--- src/rtl/trme_pkg.sv ---
// shared types and constants for the toy register machine execute block
// no dependencies

package trme_pkg;

  // machine sizes
  localparam int DATA_W     = 32;
  localparam int NUM_REGS   = 5;
  localparam int PROG_DEPTH = 256;
  localparam int IP_W       = $clog2(PROG_DEPTH);
  localparam int IDX_W      = 3;
  localparam int IMM_W      = 8;
  localparam int OP_W       = 4;

  // register index of the instruction pointer
  localparam logic [IDX_W-1:0] IP_INDEX = IDX_W'(NUM_REGS);

  // item modes
  localparam logic MODE_EXEC   = 1'b0;
  localparam logic MODE_PRESET = 1'b1;

  // opcodes; every other code is a no-op
  typedef enum logic [OP_W-1:0] {
    OP_HALT    = 4'd0,
    OP_LOADIMM = 4'd1,
    OP_ADD     = 4'd2,
    OP_ADDIMM  = 4'd3,
    OP_AND     = 4'd4,
    OP_OR      = 4'd5,
    OP_XOR     = 4'd6,
    OP_JUMP    = 4'd7,
    OP_BEQ     = 4'd8,
    OP_MOVE    = 4'd9
  } op_t;

  // one input item
  typedef struct packed {
    logic                     mode;
    logic [OP_W-1:0]          opcode;
    logic [IDX_W-1:0]         source_index;
    logic [IDX_W-1:0]         dest_index;
    logic signed [IMM_W-1:0]  immediate;
    logic signed [DATA_W-1:0] preset_value;
  } instr_t;

  // one result item
  typedef struct packed {
    logic [IP_W-1:0]                        next_ip;
    logic                                   halted;
    logic [NUM_REGS-1:0][DATA_W-1:0]        regs;
  } result_t;

endpackage

--- src/rtl/trme_in_reg.sv ---
// input register of the execute block: holds one accepted item
// depends on trme_pkg

module trme_in_reg
  import trme_pkg::*;
(
  input  logic   clk,
  input  logic   rst,
  input  logic   in_valid,
  output logic   in_stall,
  input  instr_t in_item,
  input  logic   advance,
  output logic   held_valid,
  output instr_t held_item
);

  logic load;

  // stall only while a held item cannot move on
  assign in_stall = held_valid & ~advance;
  assign load     = in_valid & ~in_stall;

  // valid flag
  always_ff @(posedge clk) begin
    if (rst) begin
      held_valid <= 1'b0;
    end else if (load) begin
      held_valid <= 1'b1;
    end else if (advance) begin
      held_valid <= 1'b0;
    end
  end

  // payload
  always_ff @(posedge clk) begin
    if (load) begin
      held_item <= in_item;
    end
  end

endmodule

--- src/rtl/trme_core.sv ---
// machine state and combinational instruction execution
// depends on trme_pkg

module trme_core
  import trme_pkg::*;
(
  input  logic    clk,
  input  logic    rst,
  input  logic    advance,
  input  instr_t  item,
  output result_t result
);

  logic [NUM_REGS-1:0][DATA_W-1:0] regs;
  logic [NUM_REGS-1:0][DATA_W-1:0] regs_next;
  logic [IP_W-1:0]                 ip;
  logic [IP_W-1:0]                 ip_next;

  logic [DATA_W-1:0] opa;
  logic [DATA_W-1:0] opb;
  logic [DATA_W-1:0] imm_ext;
  logic [DATA_W-1:0] wval;
  logic              wen;
  logic              jumped;
  logic              halted;
  logic [IP_W-1:0]   ip_base;

  // operand read: general register, pointer, or zero
  function automatic logic [DATA_W-1:0] read_reg(
    input logic [IDX_W-1:0]                 idx,
    input logic [NUM_REGS-1:0][DATA_W-1:0]  r,
    input logic [IP_W-1:0]                  p
  );
    logic [DATA_W-1:0] v;
    v = '0;
    if (idx < IDX_W'(NUM_REGS)) begin
      v = r[idx[IDX_W-1:0]];
    end else if (idx == IP_INDEX) begin
      v = DATA_W'(p);
    end
    return v;
  endfunction

  assign opa     = read_reg(item.source_index, regs, ip);
  assign opb     = read_reg(item.dest_index, regs, ip);
  assign imm_ext = DATA_W'(item.immediate);

  // decode and compute the write value
  always_comb begin
    wen    = 1'b0;
    wval   = '0;
    jumped = 1'b0;
    halted = 1'b0;
    if (item.mode == MODE_PRESET) begin
      wen  = 1'b1;
      wval = item.preset_value;
    end else begin
      case (op_t'(item.opcode))
        OP_HALT:    halted = 1'b1;
        OP_LOADIMM: begin wen = 1'b1; wval = imm_ext; end
        OP_ADD:     begin wen = 1'b1; wval = opa + opb; end
        OP_ADDIMM:  begin wen = 1'b1; wval = opa + imm_ext; end
        OP_AND:     begin wen = 1'b1; wval = opa & opb; end
        OP_OR:      begin wen = 1'b1; wval = opa | opb; end
        OP_XOR:     begin wen = 1'b1; wval = opa ^ opb; end
        OP_JUMP:    jumped = 1'b1;
        OP_BEQ:     jumped = (opa == opb);
        OP_MOVE:    begin wen = 1'b1; wval = opa; end
        default:    ;
      endcase
    end
  end

  // next register file and pointer
  always_comb begin
    regs_next = regs;
    ip_base   = ip;
    if (wen && item.dest_index < IDX_W'(NUM_REGS)) begin
      regs_next[item.dest_index] = wval;
    end
    if (wen && item.dest_index == IP_INDEX) begin
      ip_base = wval[IP_W-1:0];
    end
    if (item.mode == MODE_PRESET || halted) begin
      ip_next = ip_base;
    end else if (jumped) begin
      ip_next = imm_ext[IP_W-1:0];
    end else begin
      ip_next = ip_base + IP_W'(1);
    end
  end

  // state update once per executed item
  always_ff @(posedge clk) begin
    if (rst) begin
      regs <= '0;
      ip   <= '0;
    end else if (advance) begin
      regs <= regs_next;
      ip   <= ip_next;
    end
  end

  assign result.next_ip = ip_next;
  assign result.halted  = halted;
  assign result.regs    = regs_next;

endmodule

--- src/rtl/trme_out_reg.sv ---
// result register of the execute block
// depends on trme_pkg

module trme_out_reg
  import trme_pkg::*;
(
  input  logic    clk,
  input  logic    rst,
  input  logic    held_valid,
  input  result_t result,
  output logic    advance,
  output logic    out_valid,
  input  logic    out_stall,
  output result_t out_result
);

  // move an item on when the result slot is empty or being taken
  assign advance = held_valid & (~out_valid | ~out_stall);

  // valid flag
  always_ff @(posedge clk) begin
    if (rst) begin
      out_valid <= 1'b0;
    end else if (advance) begin
      out_valid <= 1'b1;
    end else if (!out_stall) begin
      out_valid <= 1'b0;
    end
  end

  // payload
  always_ff @(posedge clk) begin
    if (advance) begin
      out_result <= result;
    end
  end

endmodule

--- src/rtl/toy_register_machine_execute.sv ---
// top level of the toy register machine execute block
// depends on trme_pkg, trme_in_reg, trme_core, trme_out_reg
//
//   channel  handshake             payload
//   in       in_valid / in_stall   mode opcode source_index dest_index immediate preset_value
//   out      out_valid / out_stall next_ip halted r0_value .. r4_value
//
// one item per cycle sustained while the output is not stalled
// the state update and result for an item are computed combinationally between the
// input register and the result register
// synchronous reset clears all registers and the pointer to zero
// a stall on the output holds the result and then stalls the input

module toy_register_machine_execute
  import trme_pkg::*;
(
  input  logic                     clk,
  input  logic                     rst,
  input  logic                     in_valid,
  output logic                     in_stall,
  input  logic                     mode,
  input  logic [OP_W-1:0]          opcode,
  input  logic [IDX_W-1:0]         source_index,
  input  logic [IDX_W-1:0]         dest_index,
  input  logic signed [IMM_W-1:0]  immediate,
  input  logic signed [DATA_W-1:0] preset_value,
  output logic                     out_valid,
  input  logic                     out_stall,
  output logic [IP_W-1:0]          next_ip,
  output logic                     halted,
  output logic signed [DATA_W-1:0] r0_value,
  output logic signed [DATA_W-1:0] r1_value,
  output logic signed [DATA_W-1:0] r2_value,
  output logic signed [DATA_W-1:0] r3_value,
  output logic signed [DATA_W-1:0] r4_value
);

  instr_t  in_item;
  instr_t  held_item;
  logic    held_valid;
  logic    advance;
  result_t result;
  result_t out_result;

  // pack input fields
  always_comb begin
    in_item.mode         = mode;
    in_item.opcode       = opcode;
    in_item.source_index = source_index;
    in_item.dest_index   = dest_index;
    in_item.immediate    = immediate;
    in_item.preset_value = preset_value;
  end

  trme_in_reg u_in_reg (
    .clk        (clk),
    .rst        (rst),
    .in_valid   (in_valid),
    .in_stall   (in_stall),
    .in_item    (in_item),
    .advance    (advance),
    .held_valid (held_valid),
    .held_item  (held_item)
  );

  trme_core u_core (
    .clk     (clk),
    .rst     (rst),
    .advance (advance),
    .item    (held_item),
    .result  (result)
  );

  trme_out_reg u_out_reg (
    .clk        (clk),
    .rst        (rst),
    .held_valid (held_valid),
    .result     (result),
    .advance    (advance),
    .out_valid  (out_valid),
    .out_stall  (out_stall),
    .out_result (out_result)
  );

  // unpack result fields
  assign next_ip  = out_result.next_ip;
  assign halted   = out_result.halted;
  assign r0_value = out_result.regs[0];
  assign r1_value = out_result.regs[1];
  assign r2_value = out_result.regs[2];
  assign r3_value = out_result.regs[3];
  assign r4_value = out_result.regs[4];

endmodule

--- config.mk ---
export PLATFORM = sky130hd
export DESIGN_NAME = toy_register_machine_execute
export DESIGN_NICKNAME = d
export VERILOG_FILES = /design/src/rtl/trme_pkg.sv /design/src/rtl/trme_in_reg.sv /design/src/rtl/trme_core.sv /design/src/rtl/trme_out_reg.sv /design/src/rtl/toy_register_machine_execute.sv
export SDC_FILE = /design/constraint.sdc
export NUM_CORES = 1
export LEC_CHECK = 0
export ABC_AREA = 1
export BUFFER_PORTS_ARGS = -buffer_cell sky130_fd_sc_hd__buf_2
export CAP_MARGIN = 0
export CORE_MARGIN = 5
export CORE_UTILIZATION = 40
export CTS_CLUSTER_SIZE = 25
export DETAILED_ROUTE_END_ITERATION = 8
export GPL_TIMING_DRIVEN = 1
export PLACE_DENSITY = 0.7
export SLEW_MARGIN = 30
export SYNTH_ARGS = -nofsm -noshare
export SYNTH_HDL_FRONTEND = slang
export SYNTH_SLANG_ARGS = --single-unit
--- constraint.sdc ---
create_clock -name clk -period 6.9 [get_ports clk]
set_clock_uncertainty 0.2 [all_clocks]
set_input_delay 0.345 -clock clk [delete_from_list [all_inputs] [get_ports clk]]
set_output_delay 0.345 -clock clk [all_outputs]
set_load 0.01 [all_outputs]
# --- Word-level counts from Yosys, hierarchy flattened ---
# Cells that the tools add are included.
word_totals:
  regBits: 390
  input_bits: 55
  out_inout_bits: 171
  elab_cells: 87
op_classes:
  n_addsub: 3
  order_cmp: 5
  eq_ne: 13
  n_mux: 27
  bitwise_logic: 11
  reduce_logical: 7
ops:
  columns: ["op", "count"]
  rows:
  - ["32-bit case mux with 7 select lines", 1]
  - ["32-bit binary-select mux with 3-bit select", 2]
  - ["32-bit 2-to-1 mux", 6]
  - ["160-bit bitwise mux", 1]
  - ["160-bit 2-to-1 mux", 1]
  - ["32-bit demux with 3-bit select", 1]
  - ["32-bit adder", 2]
  - ["8-bit 2-to-1 mux", 5]
  - ["32-bit AND", 1]
  - ["32-bit == test", 1]
  - ["32-bit bitwise OR", 1]
  - ["32-bit XOR", 1]
  - ["4-bit by 3-bit == test with 1-bit output, second input constant", 4]
  - ["1-bit 2-to-1 mux", 9]
  - ["8-bit by 1-bit adder with 8-bit output, second input constant", 1]
  - ["4-bit by 2-bit == test with 1-bit output, second input constant", 2]
  - ["4-bit == test, second input constant", 2]
  - ["3-bit by 4-bit < comparator with 1-bit output, second input constant", 2]
  - ["7-bit OR reduction", 1]
  - ["3-bit == test, second input constant", 2]
  - ["3-bit < comparator, second input constant", 2]
  - ["4-bit by 1-bit == test with 1-bit output, second input constant", 1]
  - ["4-bit zero test", 1]
  - ["1-bit inverter", 4]
  - ["8 further kinds", 12]

# --- Logic depth before layout (Yosys ltp) ---
# Gate-level depths: netlist of run 1.
depth:
  depth_word: 10
  depth_mapped: 31
  ltp_nobuf: 30

# --- Hierarchy ---
# A second synthesis of run 1 with hierarchy kept.
hier_totals:
  hier_cells: 2866
  hier_area_um2: 22401.5
modules_own_cells:
  columns: ["module", "instances", "cells_per_inst", "area_per_inst_um2", "seq_area_each_um2"]
  rows:
  - ["trme_core", 1, 2634, 15707.6, 3363.2]
  - ["trme_out_reg", 1, 174, 5116.2, 5094.9]
  - ["trme_in_reg", 1, 58, 1577.8, 1551.5]

# --- Least setup slack after synthesis of run 1 ---
# OpenSTA, ideal clock, no wires.
synth_path:
  path_type: "input to register"
  start: "input port out_stall"
  end: "register u_core.ip[0]"
  setup_time_ns: 0.354
  arrival_time_ns: 5.979
  required_ns: 6.346
  setup_slack_ns: 0.366
  stages: 6
  n_path_buf: 2
  cell_sequence: "nand2_1 -> inv_1 -> nor2_1 -> clkbuf_1 -> clkbuf_1 -> a21oi_1"
synth_via:
  elab_chain_cells: 3
synth_lines:
  columns: ["item", "line", "rtl"]
  rows:
  - ["start: declaration", "toy_register_machine_execute.sv:28", "input logic out_stall,"]
  - ["1-bit inverter", "trme_out_reg.sv:18", "assign advance = held_valid & (~out_valid | ~out_stall);"]
  - ["1-bit bitwise OR", "trme_out_reg.sv:18", null]
  - ["1-bit AND", "trme_out_reg.sv:18", null]
  - ["named net advance", "toy_register_machine_execute.sv:41", "logic advance;"]
  - ["end signal: assignment", "trme_core.sv:100", "ip <= ip_next;"]
  - ["end: declaration", "trme_core.sv:16", "logic [IP_W-1:0] ip;"]
# The timed path passes the listed nets, and every way through them passes these cells.
# A chain may end at the register's enable or synchronous reset.

==> impl_metrics.env, run 1 <==
export IMPL_syn_cell_area_mm2=0.0224
export IMPL_postLayoutSetupSlackWorst_ns=1.00
export IMPL_start_util_pct=40.5
export IMPL_critPathCaptureType="flop"
export IMPL_period_share_pct=85.5
export IMPL_clock_path_buffers=3
export IMPL_hpwl_um=57100
export IMPL_core_area_mm2=0.0553
export IMPL_clock_sinks=390
export IMPL_syn_avg_cell_area_um2=7.70
export IMPL_htree_num_levels=2
export IMPL_cts_tree="done"
export IMPL_leakage_nw=12.1
export IMPL_die_w_um=247
export IMPL_reg2reg_depth=21
export IMPL_cp_start_kind="flop"
export IMPL_report_final_hold_viol_count=0
export IMPL_r2r_end="u_out_reg.out_result[42]"
export IMPL_hp_class="in -> reg"
export IMPL_layout_nets=3268
export IMPL_ios=226
export IMPL_grt_pass1_wl_um=118000
export IMPL_setup_worst_path_start="u_in_reg.held_item[40]"
export IMPL_num_vias=21300
export IMPL_power_switching_mw=1.84
export IMPL_slew_viol_final=0
export IMPL_cts_resized=0
export IMPL_synth_area_top_cells="edfxtp_1 29%, dfxtp_1 15%, nand2_1 8.7%"
export IMPL_ant_nets=0
export IMPL_crit_path_max_fanout=18
export IMPL_synth_flop_cell="edfxtp_1"
export IMPL_drt_total_wl_um=79100
export IMPL_drtIter0Drc=3036
export IMPL_reg2reg_slack_ns=1.00
export IMPL_path_clk_slew_ns=0.06
export IMPL_layout_common_cells="518 x nand2_1, 423 x inv_1, 355 x o21ai_0, 305 x a21oi_1, 225 x buf_2"
export IMPL_yosys_warnings=0
export IMPL_pwr_share_clk_pct=37.1
export IMPL_finalSetupTns_ns=0
export IMPL_internal_power_mw=4.26
export IMPL_antenna_cells=0
export IMPL_period_needed_ns=5.90
export IMPL_gr_usage_all_layers_pct=25.0
export IMPL_synthCells=2908
export IMPL_place_congestion=0.978
export IMPL_synth_edf_count=220
export IMPL_rsz0062_at_grt="false"
export IMPL_yosysTopAreaCell="edfxtp_1"
export IMPL_max_slew_margin_rel_pct=33.9
export IMPL_drive_gt1_share_pct=12.3
export IMPL_cap_violations=0
export IMPL_async_flop_share_pct=0
export IMPL_dpl_worst_slack_ns=1.23
export IMPL_fp_dieArea_mm2=0.0608
export IMPL_ir_drop_mv=0.163
export IMPL_firstDrtPassIters=6
export IMPL_tightest_slew_ns=0.992
export IMPL_final_common_cell="nand2_1"
export IMPL_syn_nets=3060
export IMPL_comb_power_share_pct=17.8
export IMPL_hold_start="out_stall"
export IMPL_chipHeight_um=247
export IMPL_clk_latency_ns=0.58
export IMPL_cp_data_required_time_ns=7.02
export IMPL_cts_buffers=42
export IMPL_drc=0
export IMPL_antenna_found_initial=0
export IMPL_timing_rr_start="u_in_reg.held_item[40]"
export IMPL_ys_seq_area_share_pct=44.7
export IMPL_swShare_pct=30.1
export IMPL_critical_path_class="reg -> reg"
export IMPL_overflow=0
export IMPL_outcome="complete, no violations"
export IMPL_synth_top_area_share_pct=29.5
export IMPL_area_delta_synth_final_pct=16.2
export IMPL_finalSetupViolations=0
export IMPL_vias_per_cell=5.47
export IMPL_io_buffer_count=225
export IMPL_cellPowerDensity_mw_per_mm2=234
export IMPL_avgRoutedWirePerCell_um=20.3
export IMPL_ys_seq_elements=390
export IMPL_synth_cell_types=52
export IMPL_grt_max_degree=243
export IMPL_rows=86
export IMPL_cts_root_buf="clkbuf_16"
export IMPL_pwr_share_seq_pct=45.0
export IMPL_endpoint="u_out_reg.out_result[42]"
export IMPL_fmax_mhz=170
export IMPL_grt_pass1_vias=19300
export IMPL_crit_arrival_ns=6.02
## sequential cells by signal, indices dropped and copies added, names as in the netlist
| name | cells |
|---|---|
| u_in_reg.held_valid | 1 |
| u_out_reg.out_valid | 1 |
| u_core.ip | 8 |
| u_out_reg.out_result | 169 |
| u_in_reg.held_item | 51 |
| u_core.regs | 160 |
## how the worst min path moves through the flow
stage	end	slack [ns]	cells after the start
after detailed placement	u_out_reg.out_valid	0.30	2
after global placement	u_out_reg.out_valid	0.30	2
after floorplan	u_in_reg.held_item[0]	0.24	0
after CTS	u_out_reg.out_result[127]	0.19	4
after global routing	u_out_reg.out_result[130]	0.18	4
final	u_out_reg.out_result[127]	0.14	4
## layout make-up
| class | instances | area [µm²] |
|---|---|---|
| Timing Repair Buffer | 314 | 2000 |
| Fill cell | 5469 | 29300 |
| Clock buffer | 60 | 1190 |
| Tap cell | 748 | 936 |
| Sequential cell | 390 | 10000 |
| Inverter | 439 | 1660 |
| Multi-Input combinational cell | 1929 | 10100 |
| Clock inverter | 18 | 166 |
## critical path, cell delays in order, from the launching register on
cell and delay, ns:
edfxtp_1 0.66, inv_2 0.30, nand3_2 0.42, clkinv_1 0.52, a221oi_1 0.59, o21a_1 0.26
inv_1 0.07, o21ai_0 0.27, fa_1 0.29, nand3b_1 0.15, nand2_1 0.13, nand2_1 0.11
nand2_1 0.12, nand2_1 0.09, nand2_1 0.10, or2_2 0.29, nand3_1 0.07, o211ai_1 0.08
mux2i_1 0.51, nor2_1 0.08, a21oi_1 0.26, inv_1 0.07
## cells in the mapped netlist (10+ instances only)
cell / instances
o211ai_1: 21
a21oi_1: 305
dfxtp_1: 170
o21ai_0: 355
inv_1: 424
a21boi_0: 12
o21a_1: 13
ha_1: 96
buf_2: 20
a221oi_1: 29
buf_1: 10
nor2_1: 194
clkbuf_1: 105
inv_2: 10
or2_2: 23
o22ai_1: 27
o21ai_1: 32
nand3_1: 208
edfxtp_1: 220
nand2_1: 518
## metrics by stage
step / instances / hold WS [ns] / power (mW) / instance area [µm²] / utilization, %
CTS: 3896 / 0.187 / 6.09 / 26000 / 47.0
finish: 3898 / 0.136 / 6.10 / 26000 / 47.1
detailed placement: 3763 / 0.296 / 3.82 / 24100 / 43.6
floorplan: 2908 / 0.244 / 3.44 / 22400 / -
global route: 3898 / 0.183 / 6.35 / 26000 / 47.1
global placement: 3763 / 0.297 / 3.81 / 24100 / 43.6
## cells by family after synthesis
group,count (synthesis),synth area share [%]
buffers and inverters,589,10.4
AND/OR/NAND/NOR,1001,19.3
AO/OA/AOI/OAI,827,20.1
multiplexers,1,0.0447
flip-flops,390,44.7
adder cells (fa/ha/maj),97,5.45
XOR/XNOR,3,0.117
## layer usage
metal	routed length, µm	GRT usage (%)	share of wire (%)
met5	0	0	0
met4	2100	6.78	2.7
met3	10000	6.83	13
met2	33200	36.1	42
met1	33800	36.7	43
## power groups by stage
stage,clock (mW),combinational (mW),sequential (mW)
finish,2.26,1.09,2.74
global placement,0,1.02,2.79
CTS,2.30,1.06,2.74
detailed placement,0,1.03,2.79
floorplan,0,0.654,2.79
global route,2.39,1.20,2.76
## what timing repair did
item                                   CTS  global route
hold buffers                            55             0
setup buffers                            0             0
endpoints found under the hold margin   58             0
No activity file was read; power rests on OpenSTA's default activity.
==> run 2: changes to the inputs <==
--- a/config.mk
+++ b/config.mk
@@ -5,7 +5,7 @@
 export SDC_FILE = /design/constraint.sdc
 export NUM_CORES = 1
 export LEC_CHECK = 0
-export ABC_AREA = 1
+export ABC_AREA = 0
 export BUFFER_PORTS_ARGS = -buffer_cell sky130_fd_sc_hd__buf_2
 export CAP_MARGIN = 0
 export CORE_MARGIN = 5
==> impl_metrics.env, run 2 <==
export IMPL_cts_tree="done"
export IMPL_grt_pass1_vias=18300
export IMPL_cap_violations=0
export IMPL_max_slew_margin_rel_pct=32.7
export IMPL_swShare_pct=26.2
export IMPL_drtIter0Drc=2222
export IMPL_ios=226
export IMPL_leakage_nw=9.91
export IMPL_power_switching_mw=1.45
export IMPL_ys_seq_elements=390
export IMPL_synthTopCellsByCount="290 x nand2_1, 271 x nor2_1, 220 x edfxtp_1, 170 x dfxtp_1, 164 x a21oi_1"
export IMPL_yosys_warnings=0
export IMPL_period_share_pct=89.9
export IMPL_final_common_cell="nand2_1"
export IMPL_outcome="complete, no violations"
export IMPL_layout_common_cells="289 x nand2_1, 266 x nor2_1, 224 x buf_2, 220 x edfxtp_1, 170 x dfxtp_1"
export IMPL_gr_usage_all_layers_pct=24.2
export IMPL_drc=0
export IMPL_syn_avg_cell_area_um2=9.58
export IMPL_finalSetupViolations=0
export IMPL_cellPowerDensity_mw_per_mm2=218
export IMPL_path_clk_slew_ns=0.06
export IMPL_multi_input_area_mm2=0.0106
export IMPL_die_w_um=242
export IMPL_comb_power_share_pct=11.0
export IMPL_fmax_mhz=161
export IMPL_final_cells=3189
export IMPL_finalSetupTns_ns=0
export IMPL_ant_nets=0
export IMPL_antenna_found_initial=1
export IMPL_fp_dieArea_mm2=0.0587
export IMPL_yosysTopAreaCell="edfxtp_1"
export IMPL_synth_top_area_share_pct=30.6
export IMPL_crit_arrival_ns=6.27
export IMPL_hp_class="in -> reg"
export IMPL_critPathCaptureType="flop"
export IMPL_area_delta_synth_final_pct=17.3
export IMPL_ir_drop_mv=0.155
export IMPL_synth_area_top_cells="edfxtp_1 31%, dfxtp_1 16%, ha_1 5.6%"
export IMPL_cp_start_kind="flop"
export IMPL_io_buffer_count=225
export IMPL_async_flop_share_pct=0
export IMPL_synth_cell_types=89
export IMPL_cts_root_buf="clkbuf_16"
export IMPL_drive_gt1_share_pct=18.0
export IMPL_overflow=0
export IMPL_period_needed_ns=6.20
export IMPL_synth_edf_count=220
export IMPL_avgRoutedWirePerCell_um=23.3
export IMPL_regMostFlops="u_out_reg.out_result"
export IMPL_htree_num_levels=2
export IMPL_critical_path_class="reg -> reg"
export IMPL_vias_per_cell=5.97
export IMPL_core_area_mm2=0.0536
export IMPL_num_vias=19100
export IMPL_clock_sinks=390
export IMPL_syn_cell_area_mm2=0.0216
export IMPL_internal_power_mw=4.07
export IMPL_slew_viol_final=0
export IMPL_largestRegisters="u_out_reg.out_result: 169 flops, u_core.regs: 160 flops, u_in_reg.held_item: 51 flops"
export IMPL_synth_most_common_cell="nand2_1"
export IMPL_synth_flop_cell="edfxtp_1"
export IMPL_pwr_share_seq_pct=47.5
export IMPL_placed_cells=3057
export IMPL_firstDrtPassIters=6
export IMPL_pwr_share_clk_pct=41.5
export IMPL_clk_latency_ns=0.58
export IMPL_holdWs_ns=0.161
export IMPL_largest_reg_flops=169
export IMPL_cts_buffers=42
export IMPL_hpwl_um=51700
export IMPL_fill_cells=5009
export IMPL_syn_nets=2404
export IMPL_cts_setup_buffers=0
export IMPL_rows=85
export IMPL_chipHeight_um=242
export IMPL_synthCells=2252
export IMPL_place_congestion=0.950
export IMPL_rsz0062_at_grt="false"
export IMPL_report_final_hold_viol_count=0
export IMPL_cp_data_required_time_ns=6.97
export IMPL_clock_path_buffers=3
export IMPL_crit_path_max_fanout=20
export IMPL_dpl_worst_slack_ns=0.891
export IMPL_drt_total_wl_um=74400
export IMPL_grt_pass1_wl_um=112000
export IMPL_layout_nets=2610
export IMPL_grt_max_degree=174
export IMPL_postLayoutSetupSlackWorst_ns=0.700
export IMPL_register_area_mm2=0.0100
export IMPL_ys_seq_area_share_pct=46.4
export IMPL_tightest_slew_ns=1.01
export IMPL_start_util_pct=40.2
run 2: cell count changes in the layout (fill, tap and decap cells not counted), moves of 47 or more:
cell      delta
inv_1      -343
nand2_1    -229
a22oi_1     +47
a211oi_1   +109
nand3_1    -191
nor2_1      +74
o21ai_0    -199
a21oi_1    -141
run 2: through the flow:
| step | utilization [%] | instance area [µm²] | power [mW] |
|---|---|---|---|
| after floorplan | - | 21600 | 3.01 |
| after global placement | 43.6 | 23300 | 3.23 |
| after detailed placement | 43.6 | 23400 | 3.24 |
| after CTS | 47.2 | 25300 | 5.55 |
| after global routing | 47.2 | 25300 | 5.71 |
| final | 47.2 | 25300 | 5.52 |
run 2: what timing repair did:
| action | 4_1_cts | 5_1_grt |
|---|---|---|
| hold buffers | 53 | 0 |
| resized for setup | 0 | 0 |
| endpoints found under the hold margin | 53 | 0 |
run 2: cell type report:
type | count | area share, %
antenna | 1 | 0.00989
clock buffer | 56 | 4.60
clock inverter | 22 | 0.939
inverter | 82 | 1.25
multi-input combinational | 1613 | 42.0
sequential | 390 | 39.5
tap | 696 | 3.44
timing repair buffer | 329 | 8.20
run 2: metal layers:
metal  vias up  GRT usage [%]  share of wire [%]
li1       8716              -                  -
met2       940           38.7                 45
met3       186           5.01                8.6
met5         -              0              0.017
met1      9208           32.3                 42
met4         2           9.73                4.3
run 2: worst paths after layout:
| kind | startpoint | to | slack [ns] | cells after the start |
|---|---|---|---|---|
| worst min register to register | u_core.regs[132] | u_core.regs[132] | 0.29 | 2 |
| worst max-delay path | u_in_reg.held_item[47] | u_out_reg.out_result[80] | 0.70 | 16 |
| worst max register to register | u_in_reg.held_item[47] | u_out_reg.out_result[80] | 0.70 | 16 |
| worst min-delay path | rst | u_core.regs[68] | 0.16 | 2 |
run 2: power by group through the flow:
| stage | Sequential, mW | Combinational, mW | Clock (mW) |
|---|---|---|---|
| after global routing | 2.63 | 0.649 | 2.44 |
| after global placement | 2.67 | 0.565 | 0 |
| final | 2.62 | 0.608 | 2.29 |
| after floorplan | 2.67 | 0.334 | 0 |
| after CTS | 2.62 | 0.600 | 2.33 |
| after detailed placement | 2.67 | 0.574 | 0 |
run 2: worst max-delay path, stage by stage, from the launching register on:
cell and delay (ns):
edfxtp_1 0.32, buf_4 0.25, nor3b_1 0.71, nand2_1 0.36, nor2_1 0.58, buf_4 0.40, a21oi_1 0.08, ha_1 0.42
a21oi_1 0.27, o211ai_1 0.13, a21oi_1 0.31, a21boi_0 0.24, o22a_1 0.31, a31oi_1 0.24, xnor2_1 0.11, a221oi_2 0.65
o21ai_0 0.30
run 2: logic make-up (layout without fill, tap and decap cells):
family / Yosys count / in the layout / synth area share [%]
compound gates: 694 / 694 / 21.4
xor+xnor: 21 / 21 / 0.853
fa+ha+maj: 97 / 97 / 5.66
buf+inv: 249 / 489 / 4.62
flops: 390 / 390 / 46.4
mux: 107 / 107 / 7.32
other cells: 0 / 1 / 0
simple gates: 694 / 694 / 13.7
